[src/hw/rtl/cdt_pkg.sv]
package cdt_pkg;

	localparam int unsigned WORD_W  = 64;
	localparam int unsigned HOST_W  = 63;
	localparam int unsigned TICK_W  = 32;
	localparam int unsigned DIVS_W  = 8;
	localparam int unsigned CNT_W   = 3;
	localparam int unsigned DEV_W   = 42;
	localparam int unsigned STEP_W  = 32;
	localparam int unsigned OVF_W   = 32;
	localparam int unsigned PHASE_W = 2;

	localparam logic [STEP_W-1:0] DRIFT_STEP_RESET  = 32'd250000;
	localparam logic [9:0]        NS_PER_US         = 10'd1000;
	localparam logic [DIVS_W-1:0] AVERAGE_DIVISOR   = 8'd5;
	localparam logic [CNT_W-1:0]  AVERAGE_COUNT     = 3'd5;
	localparam logic [CNT_W-1:0]  CALIBRATION_START = 3'd7;

	localparam logic CMD_RESTART = 1'b1;

	localparam logic [PHASE_W-1:0] PH_DISCARD = 2'd0;
	localparam logic [PHASE_W-1:0] PH_AVERAGE = 2'd1;
	localparam logic [PHASE_W-1:0] PH_TRACK   = 2'd2;

	typedef struct packed {
		logic              start;
		logic [WORD_W-1:0] dividend;
		logic [DIVS_W-1:0] divisor;
	} div_req_t;

	typedef struct packed {
		logic              busy;
		logic              done;
		logic [WORD_W-1:0] quotient;
	} div_rsp_t;

	typedef struct packed {
		logic [WORD_W-1:0] a;
		logic [WORD_W-1:0] b;
		logic              sub;
	} alu_req_t;

endpackage

[src/hw/rtl/cdt_div.sv]
module cdt_div (
	input  logic              clk,
	input  logic              arst_n,
	input  cdt_pkg::div_req_t req,
	output cdt_pkg::div_rsp_t rsp
);
	import cdt_pkg::*;

	localparam int unsigned STEP_CNT_W = $clog2(WORD_W);
	localparam logic [STEP_CNT_W-1:0] LAST_STEP = STEP_CNT_W'(WORD_W - 1);

	logic                  busy_q;
	logic                  done_q;
	logic [STEP_CNT_W-1:0] cnt_q;
	logic [WORD_W-1:0]     dvd_q;
	logic [DIVS_W-1:0]     dvs_q;
	logic [DIVS_W-1:0]     rem_q;
	logic [DIVS_W:0]       rem_sh;
	logic [DIVS_W:0]       rem_dif;
	logic                  ge;

	assign rem_sh  = {rem_q, dvd_q[WORD_W-1]};
	assign rem_dif = rem_sh - {1'b0, dvs_q};
	assign ge      = rem_sh >= {1'b0, dvs_q};

	always_ff @(posedge clk or negedge arst_n) begin
		if (!arst_n) begin
			busy_q <= 1'b0;
			done_q <= 1'b0;
			cnt_q  <= '0;
		end else begin
			done_q <= busy_q && (cnt_q == '0);
			if (req.start) begin
				busy_q <= 1'b1;
				cnt_q  <= LAST_STEP;
			end else if (busy_q) begin
				cnt_q <= cnt_q - 1'b1;
				if (cnt_q == '0) begin
					busy_q <= 1'b0;
				end
			end
		end
	end

	always_ff @(posedge clk) begin
		if (req.start) begin
			dvd_q <= req.dividend;
			dvs_q <= req.divisor;
			rem_q <= '0;
		end else if (busy_q) begin
			dvd_q <= {dvd_q[WORD_W-2:0], ge};
			rem_q <= ge ? rem_dif[DIVS_W-1:0] : rem_sh[DIVS_W-1:0];
		end
	end

	assign rsp.busy     = busy_q;
	assign rsp.done     = done_q;
	assign rsp.quotient = dvd_q;

endmodule

[src/hw/rtl/cdt_alu.sv]
module cdt_alu (
	input  cdt_pkg::alu_req_t          req,
	output logic [cdt_pkg::WORD_W-1:0] y
);
	import cdt_pkg::*;

	logic [WORD_W-1:0] b_in;

	assign b_in = req.sub ? ~req.b : req.b;
	assign y    = req.a + b_in + {{(WORD_W-1){1'b0}}, req.sub};

endmodule

[src/hw/rtl/device_clock_drift_tracker.sv]
// Device clock drift tracker: each clock event item yields one result item. Device time is
// (device_ticks / tick_divisor) * 1000 ns, computed by a 64-step serial divider shared with
// the divide by five of the averaging sum; all 64-bit sums go through one shared adder.
// Restart, discarded and zero-divisor items skip the divider; averaging and tracking items
// run it once, and the divider yields one quotient bit per cycle; the item that closes
// averaging runs the divider twice and takes one more step (ST_NEGQ) when the sum is
// negative. in_ready is low while an item is in work. A finished result waits in the
// output register while the next item is taken. max_drift_step is written through
// cfg_we/cfg_wdata; the user must write it only while the block is idle, the block itself does not enforce this.
module device_clock_drift_tracker (
	input  logic                          clk,
	input  logic                          arst_n,
	input  logic                          cfg_we,
	input  logic [cdt_pkg::STEP_W-1:0]    cfg_wdata,
	input  logic                          in_valid,
	output logic                          in_ready,
	input  logic                          cmd,
	input  logic [cdt_pkg::HOST_W-1:0]    host_time,
	input  logic [cdt_pkg::TICK_W-1:0]    device_ticks,
	input  logic [cdt_pkg::DIVS_W-1:0]    tick_divisor,
	input  logic [7:0]                    overflow_increment,
	output logic                          out_valid,
	input  logic                          out_ready,
	output logic [cdt_pkg::PHASE_W-1:0]   phase,
	output logic signed [cdt_pkg::WORD_W-1:0] drift_ns,
	output logic signed [cdt_pkg::WORD_W-1:0] host_reference,
	output logic [cdt_pkg::HOST_W-1:0]    device_time_ns,
	output logic [cdt_pkg::OVF_W-1:0]     overflow_total,
	output logic                          divisor_error
);
	import cdt_pkg::*;

	localparam logic [3:0] ST_IDLE   = 4'd0;
	localparam logic [3:0] ST_DIV    = 4'd1;
	localparam logic [3:0] ST_HREL   = 4'd2;
	localparam logic [3:0] ST_DRIFT  = 4'd3;
	localparam logic [3:0] ST_ACC    = 4'd4;
	localparam logic [3:0] ST_ABS    = 4'd5;
	localparam logic [3:0] ST_AVG    = 4'd6;
	localparam logic [3:0] ST_NEGQ   = 4'd7;
	localparam logic [3:0] ST_REF    = 4'd8;
	localparam logic [3:0] ST_DIFF   = 4'd9;
	localparam logic [3:0] ST_MAG    = 4'd10;
	localparam logic [3:0] ST_CLAMP  = 4'd11;
	localparam logic [3:0] ST_UPD    = 4'd12;
	localparam logic [3:0] ST_FINISH = 4'd13;

	logic [3:0]        state_q;
	logic [STEP_W-1:0] max_step_q;
	logic [CNT_W-1:0]  count_q;
	logic [WORD_W-1:0] ref_q;
	logic [WORD_W-1:0] est_q;
	logic [DEV_W-1:0]  last_dev_q;
	logic [OVF_W-1:0]  ovf_q;
	logic              err_q;
	logic              neg_q;
	logic              nz_q;
	logic [HOST_W-1:0] host_q;
	logic [7:0]        incr_q;
	logic [DEV_W-1:0]  dev_q;
	logic [WORD_W-1:0] tmp_q;

	logic              in_fire;
	logic              out_load;
	logic              is_event;
	logic              mag_gt;
	div_req_t          div_req;
	div_rsp_t          div_rsp;
	alu_req_t          alu_req;
	logic [WORD_W-1:0] alu_y;

	cdt_div u_div (
		.clk    (clk),
		.arst_n (arst_n),
		.req    (div_req),
		.rsp    (div_rsp)
	);

	cdt_alu u_alu (
		.req (alu_req),
		.y   (alu_y)
	);

	function automatic logic [PHASE_W-1:0] phase_of(input logic [CNT_W-1:0] c);
		if (c > AVERAGE_COUNT) begin
			return PH_DISCARD;
		end else if (c != '0) begin
			return PH_AVERAGE;
		end
		return PH_TRACK;
	endfunction

	assign in_ready = state_q == ST_IDLE;
	assign in_fire  = in_valid && in_ready;
	assign out_load = (state_q == ST_FINISH) && (!out_valid || out_ready);
	assign is_event = (cmd != CMD_RESTART) && (count_q <= AVERAGE_COUNT) &&
		(tick_divisor != '0);
	assign mag_gt   = (tmp_q[WORD_W-1:STEP_W] != '0) || (tmp_q[STEP_W-1:0] > max_step_q);

	always_comb begin
		div_req = '0;
		alu_req = '0;
		unique case (state_q)
			ST_IDLE: begin
				div_req.start    = in_fire && is_event;
				div_req.dividend = {{(WORD_W-TICK_W){1'b0}}, device_ticks};
				div_req.divisor  = tick_divisor;
			end
			ST_HREL: begin
				alu_req.a   = {1'b0, host_q};
				alu_req.b   = ref_q;
				alu_req.sub = 1'b1;
			end
			ST_DRIFT: begin
				alu_req.a   = {{(WORD_W-DEV_W){1'b0}}, dev_q};
				alu_req.b   = tmp_q;
				alu_req.sub = 1'b1;
			end
			ST_ACC: begin
				alu_req.a = est_q;
				alu_req.b = tmp_q;
			end
			ST_ABS: begin
				alu_req.b        = est_q;
				alu_req.sub      = 1'b1;
				div_req.start    = 1'b1;
				div_req.dividend = est_q[WORD_W-1] ? alu_y : est_q;
				div_req.divisor  = AVERAGE_DIVISOR;
			end
			ST_NEGQ, ST_MAG: begin
				alu_req.b   = tmp_q;
				alu_req.sub = 1'b1;
			end
			ST_REF: begin
				alu_req.a   = ref_q;
				alu_req.b   = tmp_q;
				alu_req.sub = 1'b1;
			end
			ST_DIFF: begin
				alu_req.a   = est_q;
				alu_req.b   = tmp_q;
				alu_req.sub = 1'b1;
			end
			ST_UPD: begin
				alu_req.a   = est_q;
				alu_req.b   = tmp_q;
				alu_req.sub = nz_q && !neg_q;
			end
			default: begin
			end
		endcase
	end

	always_ff @(posedge clk or negedge arst_n) begin
		if (!arst_n) begin
			state_q    <= ST_IDLE;
			max_step_q <= DRIFT_STEP_RESET;
			count_q    <= CALIBRATION_START;
			ref_q      <= '0;
			est_q      <= '0;
			last_dev_q <= '0;
			ovf_q      <= '0;
			out_valid  <= 1'b0;
		end else begin
			if (cfg_we) begin
				max_step_q <= cfg_wdata;
			end
			if (out_load) begin
				out_valid <= 1'b1;
			end else if (out_ready) begin
				out_valid <= 1'b0;
			end
			unique case (state_q)
				ST_IDLE: begin
					if (in_fire) begin
						if (cmd == CMD_RESTART) begin
							count_q <= CALIBRATION_START;
							state_q <= ST_FINISH;
						end else if (count_q > AVERAGE_COUNT) begin
							count_q <= count_q - 1'b1;
							if (count_q == AVERAGE_COUNT + 1'b1) begin
								ref_q <= {1'b0, host_time};
							end
							state_q <= ST_FINISH;
						end else if (tick_divisor == '0) begin
							state_q <= ST_FINISH;
						end else begin
							state_q <= ST_DIV;
						end
					end
				end
				ST_DIV: begin
					if (div_rsp.done) begin
						state_q <= ST_HREL;
					end
				end
				ST_HREL: begin
					state_q <= ST_DRIFT;
				end
				ST_DRIFT: begin
					ovf_q   <= ovf_q + {{(OVF_W-8){1'b0}}, incr_q};
					state_q <= (count_q != '0) ? ST_ACC : ST_DIFF;
				end
				ST_ACC: begin
					est_q   <= alu_y;
					count_q <= count_q - 1'b1;
					state_q <= (count_q == 3'd1) ? ST_ABS : ST_FINISH;
				end
				ST_ABS: begin
					state_q <= ST_AVG;
				end
				ST_AVG: begin
					if (div_rsp.done) begin
						state_q <= neg_q ? ST_NEGQ : ST_REF;
					end
				end
				ST_NEGQ: begin
					state_q <= ST_REF;
				end
				ST_REF: begin
					ref_q   <= alu_y;
					est_q   <= '0;
					state_q <= ST_FINISH;
				end
				ST_DIFF: begin
					state_q <= ST_MAG;
				end
				ST_MAG: begin
					state_q <= ST_CLAMP;
				end
				ST_CLAMP: begin
					state_q <= ST_UPD;
				end
				ST_UPD: begin
					est_q      <= alu_y;
					last_dev_q <= dev_q;
					state_q    <= ST_FINISH;
				end
				ST_FINISH: begin
					if (out_load) begin
						state_q <= ST_IDLE;
					end
				end
				default: begin
					state_q <= ST_IDLE;
				end
			endcase
		end
	end

	// working registers of one item
	always_ff @(posedge clk) begin
		case (state_q)
			ST_IDLE: begin
				if (in_fire) begin
					host_q <= host_time;
					incr_q <= overflow_increment;
					err_q  <= (cmd != CMD_RESTART) && (count_q <= AVERAGE_COUNT) &&
						(tick_divisor == '0);
				end
			end
			ST_DIV: begin
				if (div_rsp.done) begin
					dev_q <= DEV_W'(div_rsp.quotient[TICK_W-1:0] * NS_PER_US);
				end
			end
			ST_HREL, ST_DRIFT, ST_DIFF, ST_NEGQ: begin
				tmp_q <= alu_y;
			end
			ST_ABS: begin
				neg_q <= est_q[WORD_W-1];
			end
			ST_AVG: begin
				if (div_rsp.done) begin
					tmp_q <= div_rsp.quotient;
				end
			end
			ST_MAG: begin
				neg_q <= tmp_q[WORD_W-1];
				nz_q  <= tmp_q != '0;
				tmp_q <= tmp_q[WORD_W-1] ? alu_y : tmp_q;
			end
			ST_CLAMP: begin
				if (mag_gt) begin
					tmp_q <= {{(WORD_W-STEP_W){1'b0}}, max_step_q};
				end
			end
			default: begin
			end
		endcase
	end

	// result register
	always_ff @(posedge clk) begin
		if (out_load) begin
			phase          <= phase_of(count_q);
			drift_ns       <= est_q;
			host_reference <= ref_q;
			device_time_ns <= {{(HOST_W-DEV_W){1'b0}}, last_dev_q};
			overflow_total <= ovf_q;
			divisor_error  <= err_q;
		end
	end

`ifndef SYNTH
	a_err_not_discard: assert property (@(posedge clk) disable iff (!arst_n)
		out_valid && divisor_error |-> phase != PH_DISCARD)
		else $error("divisor error reported while discarding");

	a_div_start_idle: assert property (@(posedge clk) disable iff (!arst_n)
		div_req.start |-> !div_rsp.busy)
		else $error("divider started while busy");

	a_item_multi_cycle: assert property (@(posedge clk) disable iff (!arst_n)
		in_fire |=> !in_ready)
		else $error("ready right after an accepted item");

	a_div_done_wait: assert property (@(posedge clk) disable iff (!arst_n)
		div_rsp.done |-> state_q == ST_DIV || state_q == ST_AVG)
		else $error("divider finished outside a wait state");
`endif

endmodule

[config.mk]
export PLATFORM = sky130hd
export DESIGN_NAME = device_clock_drift_tracker
export DESIGN_NICKNAME = d
export VERILOG_FILES = /design/src/hw/rtl/cdt_pkg.sv /design/src/hw/rtl/cdt_div.sv /design/src/hw/rtl/cdt_alu.sv /design/src/hw/rtl/device_clock_drift_tracker.sv
export SDC_FILE = /design/constraint.sdc
export NUM_CORES = 2
export LEC_CHECK = 0
export CELL_PAD_IN_SITES_DETAIL_PLACEMENT = 1
export CELL_PAD_IN_SITES_GLOBAL_PLACEMENT = 1
export CORE_UTILIZATION = 53
export CTS_BUF_LIST = sky130_fd_sc_hd__clkbuf_2
export DETAILED_ROUTE_END_ITERATION = 6
export DONT_BUFFER_PORTS = 1
export PLACE_DENSITY = 0.89
export SLEW_MARGIN = 20
export SYNTH_ARGS = -nofsm -noshare
export SYNTH_HDL_FRONTEND = slang
export SYNTH_SLANG_ARGS = --single-unit
[constraint.sdc]
create_clock -name clk -period 14.48 [get_ports clk]
set_input_delay 1.448 -clock clk [delete_from_list [all_inputs] [get_ports clk]]
set_output_delay 1.448 -clock clk [all_outputs]
set_load 0.05 [all_outputs]
Yosys cells after proc, flatten, opt, wreduce, memory -nomap -nowiden. Cells that the tools add are included.

Add/sub/neg operators: 6. $mul: 1. Magnitude comparators: 4. Equality and inequality tests: 25. Muxes and demuxes: 47. Bitwise logic cells: 3. Reduce and logical (&&, ||, !) cells: 40.

Operators by type and width (count): 2-to-1 mux 64 bit (11); one-hot mux 64 bit (4 select lines) (2); one-hot mux 64 bit (2 select lines) (2); one-hot mux 64 bit (3 select lines) (1); one-hot mux 73 bit (2 select lines) (1); adder 64 x 1 -> 64 bit (1); adder 64 bit (1); inverter 64 bit (1); nonzero test 64 bit (1); one-hot mux 4 bit (13 select lines) (1); 2-to-1 mux 4 bit (10); multiplier 32 x 7 -> 39 bit (second input constant) (1); adder 32 x 8 -> 32 bit (1); > comparator 32 bit (1); nonzero test 32 bit (1); equality test 4 bit (second input constant) (6); equality test 4 x 3 -> 1 bit (second input constant) (4); OR reduction 7 bit (2); 2-to-1 mux 6 bit (2); nonzero test 2 bit (6); != test 2 x 1 -> 1 bit (second input constant) (5); >= comparator 9 x 8 -> 1 bit (1); 2-to-1 mux 3 bit (3); equality test 4 x 2 -> 1 bit (second input constant) (2); 32 further kinds (59).

Bits in registers: 706. Input port bits: 149. Output and inout bits: 228. Word-level logic and storage cells: 155.

Longest topological paths before layout.
Depth after elaboration: 10. Depth in mapped cells: 21. Mapped depth without buffers: 20.

By module. A second synthesis with hierarchy kept.

Cells, all modules: 3626. Area total of the unflattened synthesis: 40996.8 µm².

By module, submodules not included: device_clock_drift_tracker (times used 1, cells each 2684, area an instance 32311.0 µm², sequential area each 17374.2 µm²); cdt_alu (times used 1, cells each 667, area an instance 4616.9 µm², sequential area each 0.0 µm²); cdt_div (times used 1, cells each 275, area an instance 4068.9 µm², sequential area each 2522.4 µm²).

Least setup slack after synthesis. No wires, ideal clock.

Path type: input -> register. Start point: in out_ready. End point: reg device_time_ns[10] (netlist name), enable pin. Library setup time: 0.768 ns. Data arrival time: 9.879 ns. Data required time: 13.712 ns. Slack: 3.833 ns. Stages on the path: 2. Path through: nor2b_1 nor2_1.

Word-level cells in the longest chain between the ends: 2.

RTL lines: start, declared (line device_clock_drift_tracker.sv:23) `input logic out_ready,`; logical OR 1 bit (line device_clock_drift_tracker.sv:95) `assign out_load = (state_q == ST_FINISH) && (!out_valid || out_ready);`; logical AND 1 bit (line device_clock_drift_tracker.sv:95); net out_load (line device_clock_drift_tracker.sv:64) `logic out_load;`; end signal, assigned (line device_clock_drift_tracker.sv:299) `device_time_ns <= {{(HOST_W-DEV_W){1'b0}}, last_dev_q};`; end, declared (line device_clock_drift_tracker.sv:27) `output logic [cdt_pkg::HOST_W-1:0] device_time_ns,`.

The timed path passes the listed nets, and every way through them passes these cells. A chain may end at the register's enable or synchronous reset.

Worst setup path after layout.
Start point: reg u_div.dvd_q[6]. End point: reg dev_q[41] (data pin).

Word-level cells in the longest chain between the ends: 1.

RTL lines: start, declared (line cdt_div.sv:15) `logic [WORD_W-1:0] dvd_q;`; start signal, assigned (line cdt_div.sv:47) `dvd_q <= req.dividend;`; start signal, assigned (line cdt_div.sv:51) `dvd_q <= {dvd_q[WORD_W-2:0], ge};`; multiplier 32 x 7 -> 39 bit (line device_clock_drift_tracker.sv:264) `dev_q <= DEV_W'(div_rsp.quotient[TICK_W-1:0] * NS_PER_US);`; end signal, assigned (line device_clock_drift_tracker.sv:264); end, declared (line device_clock_drift_tracker.sv:60) `logic [DEV_W-1:0] dev_q;`.

No other way between the ends.

==> flow_metrics.py <==
metrics = {
    "outcome": {
        "status": "complete, but fails checks",
        "violations": "DRC",
    },
    "route": {
        "via_count": 31740,
        "vias_per_cell": 6.863,
        "antenna_left": 0,
        "drtIter0Drc": 4467,
        "routed_wl_um": 142000,
        "avgRoutedWirePerCell_um": 30.70,
        "dr.pass1.iters": 7,
        "drc": 43,
    },
    "synthesis": {
        "ys_warn_count": 0,
        "synth.cell_area_mm2": 0.03910,
        "synth_enable_flop_cells": 451,
        "synthDominantCellAreaShare_pct": 34.64,
        "ys_dominant_reg_cell": "edfxtp_1",
        "yosysTopAreaCell": "edfxtp_1",
        "async_flop_share_pct": 34.99,
        "syn_avg_cell_area_um2": 11.35,
        "synth.area.top_cells": "edfxtp_1, dfrtp_1, ha_1",
        "ys_types": 84,
        "synth_cells": 3444,
        "synth_seq_area_share_pct": 50.89,
        "synth-seq-cells": 706,
    },
    "finish": {
        "drive_gt1_share_pct": 11.93,
        "area_delta_synth_final_pct": 7.566,
        "nets": 3970,
        "final_util_pct": 57.64,
        "finalInstanceArea_mm2": 0.04205,
    },
    "global_route": {
        "grt_pass1_wl_um": 209500,
        "grt_pass1_vias": 33300,
        "gr-usage-all-layers_pct": 37.51,
        "grt_max_degree": 248,
        "grt_antenna_before_repair": 10,
        "gr-total-overflow": 0,
    },
    "critical_path": {
        "path_cells": "inv_1 > fa_1 > fa_1 > inv_1 > fa_1 > inv_1 > fa_1 > inv_1 > ha_1 > o21ai_0 > nor2_1 > a211oi_1 > o21ai_0 > o22ai_1 > a22oi_1 > a31o_2 > a21oi_1 > o211ai_1 > a21oi_1 > xnor2_1",
        "r2r-end": "dev_q[41]",
        "slowest_stage": "fa_1",
        "path_depth": 20,
        "r2r_slack_ns": 6.88,
        "cpPeakStageDelay_ns": 0.77,
        "crit_fanout": 5,
        "startpoint": "u_div.dvd_q[6]",
        "r2r_cells": 20,
        "path_delay_family": "compound AO/OA/AOI/OAI gates",
        "cp_data_required_time_ns": 15.61,
        "r2r_start": "u_div.dvd_q[6]",
        "critPathCapture": "dev_q[41]",
        "start_kind": "flip-flop",
        "crit_type": "reg -> reg",
        "crit_arrival_ns": 8.73,
        "path_buf_inv": 4,
        "critPathCaptureType": "flip-flop",
    },
    "clocking": {
        "cts_setup_buffers": 0,
        "clkTransAtPathRegs_ns": 0.16,
        "cts_made_buffers": 180,
        "clockRootBuffer": "clkbuf_2",
        "clk_latency_ns": 1.48,
        "cts_tree": "done",
        "cts_sinks": 706,
        "cts_buffer_depth": 3,
        "htreeDepth": 4,
    },
    "die": {
        "dieArea_mm2": 0.07486,
        "core_area_mm2": 0.07296,
        "start_util_pct": 53.59,
        "ios": 377,
        "rows": 99,
        "die_h_um": 273.6,
        "die_w_um": 273.6,
    },
    "flow_run": {
        "cap_violations": 0,
    },
    "sta": {
        "period_share_pct": 52.48,
        "fin_hold_ws_ns": 0.08814,
        "worst_slew_pin_slew_ns": 1.203,
        "fin_setup_tns_ns": 0,
        "finalHoldViolations": 0,
        "fmax_ghz": 0.1316,
        "period_needed_ns": 7.600,
        "clock_skew_ns": 0.1267,
        "maxSlewViolCount": 0,
        "slew_headroom_pct": 19.81,
        "rsz0062_at_grt": "false",
        "setup_violations": 0,
    },
    "placement": {
        "dpl.hpwl_um": 95760,
        "gp_congestion": 0.9367,
        "dpl_cell_area_mm2": 0.03993,
        "io_buffers": 0,
    },
    "worst_hold_path": {
        "holdCritPathClass": "in -> reg",
    },
}
## Yosys cell counts, types with 65 or more instances
cell type and count:
a22o_1 65, a222oi_1 127, a21o_1 77, a22oi_1 92, o21ai_0 250, dfrtp_1 237
a21oi_1 192, ha_1 201, clkbuf_1 157, fa_1 121, inv_1 223, nor2_1 130
edfxtp_1 451, nand2_1 368, xnor2_1 145
## final cells by class
cell class	instances	area [um^2]
clock inverter	70	480.5
multi-input combinational	2327	17680
tap	959	1200
timing repair buffer	59	575.6
antenna	10	25.02
inverter	225	844.6
sequential	706	19900
clock buffer	269	1346
fill	7633	30900
## state kept, by name (all words and copies together), names as in the netlist, 3 cells and up
register,cells
u_div.rem_q,8
incr_q,8
overflow_total,32
count_q,3
ref_q,64
last_dev_q,39
est_q,64
dev_q,39
u_div.dvd_q,64
max_step_q,32
ovf_q,32
host_q,63
device_time_ns,39
u_div.cnt_q,6
tmp_q,64
state_q,4
host_reference,64
drift_ns,64
u_div.dvs_q,8
## cells in the final DEF, fill, tap and decap left out, types with 122 or more instances in the layout
cell,instances
o21ai_0,250
edfxtp_1,451
clkbuf_2,269
inv_1,222
a21oi_1,190
a222oi_1,127
nor2_1,122
dfrtp_1,236
xnor2_1,145
ha_1,201
nand2_1,367
## per-layer routing
metal	track usage, %	part of all wire, %	vias to the layer above	wire (um)
li1	-	-	13020	-
met1	45.89	35	15710	50280
met2	58.76	46	2425	65470
met3	11.74	12	581	17280
met4	21.30	6.3	4	8931
met5	0	0.020	-	28
## cell families after synthesis
group | Yosys count | synth area share [%]
and+or+nand+nor | 736 | 8.465
buffers and inverters | 434 | 4.416
other | 1 | 0.009592
adders and majority gates | 322 | 12.63
xor gates and xnor gates | 189 | 4.269
AOI/OAI and AO/OA | 1001 | 17.75
muxes | 55 | 1.575
DFF | 706 | 50.89
## how the worst min path moves through the flow
stage | startpoint | end | slack (ns) | depth (start not counted)
detailed placement | last_dev_q[14] | device_time_ns[14] | 0.43 | 0
floorplan | err_q | divisor_error | 0.40 | 0
global route | host_time[9] | host_q[9] | 0.009 | 0
global placement | last_dev_q[28] | device_time_ns[28] | 0.42 | 0
finish | host_time[7] | host_q[7] | 0.09 | 0
CTS | host_time[62] | host_q[62] | 0.004 | 0
## timing repair
item | 4_1_cts | 5_1_grt
resized for setup | 0 | 0
hold buffers | 14 | 3
endpoints found under the hold margin | 260 | 80
## per-stage QoR
stage	instances	worst slack (ns)
after global placement	4256	7.835
after global routing	4623	6.873
after floorplan	3467	3.833
after detailed placement	4256	7.456
after CTS	4609	7.357
final	4625	6.880
Power is not shown: default switching activity piles up to over one toggle a cycle in this logic, so the estimate is an artifact.
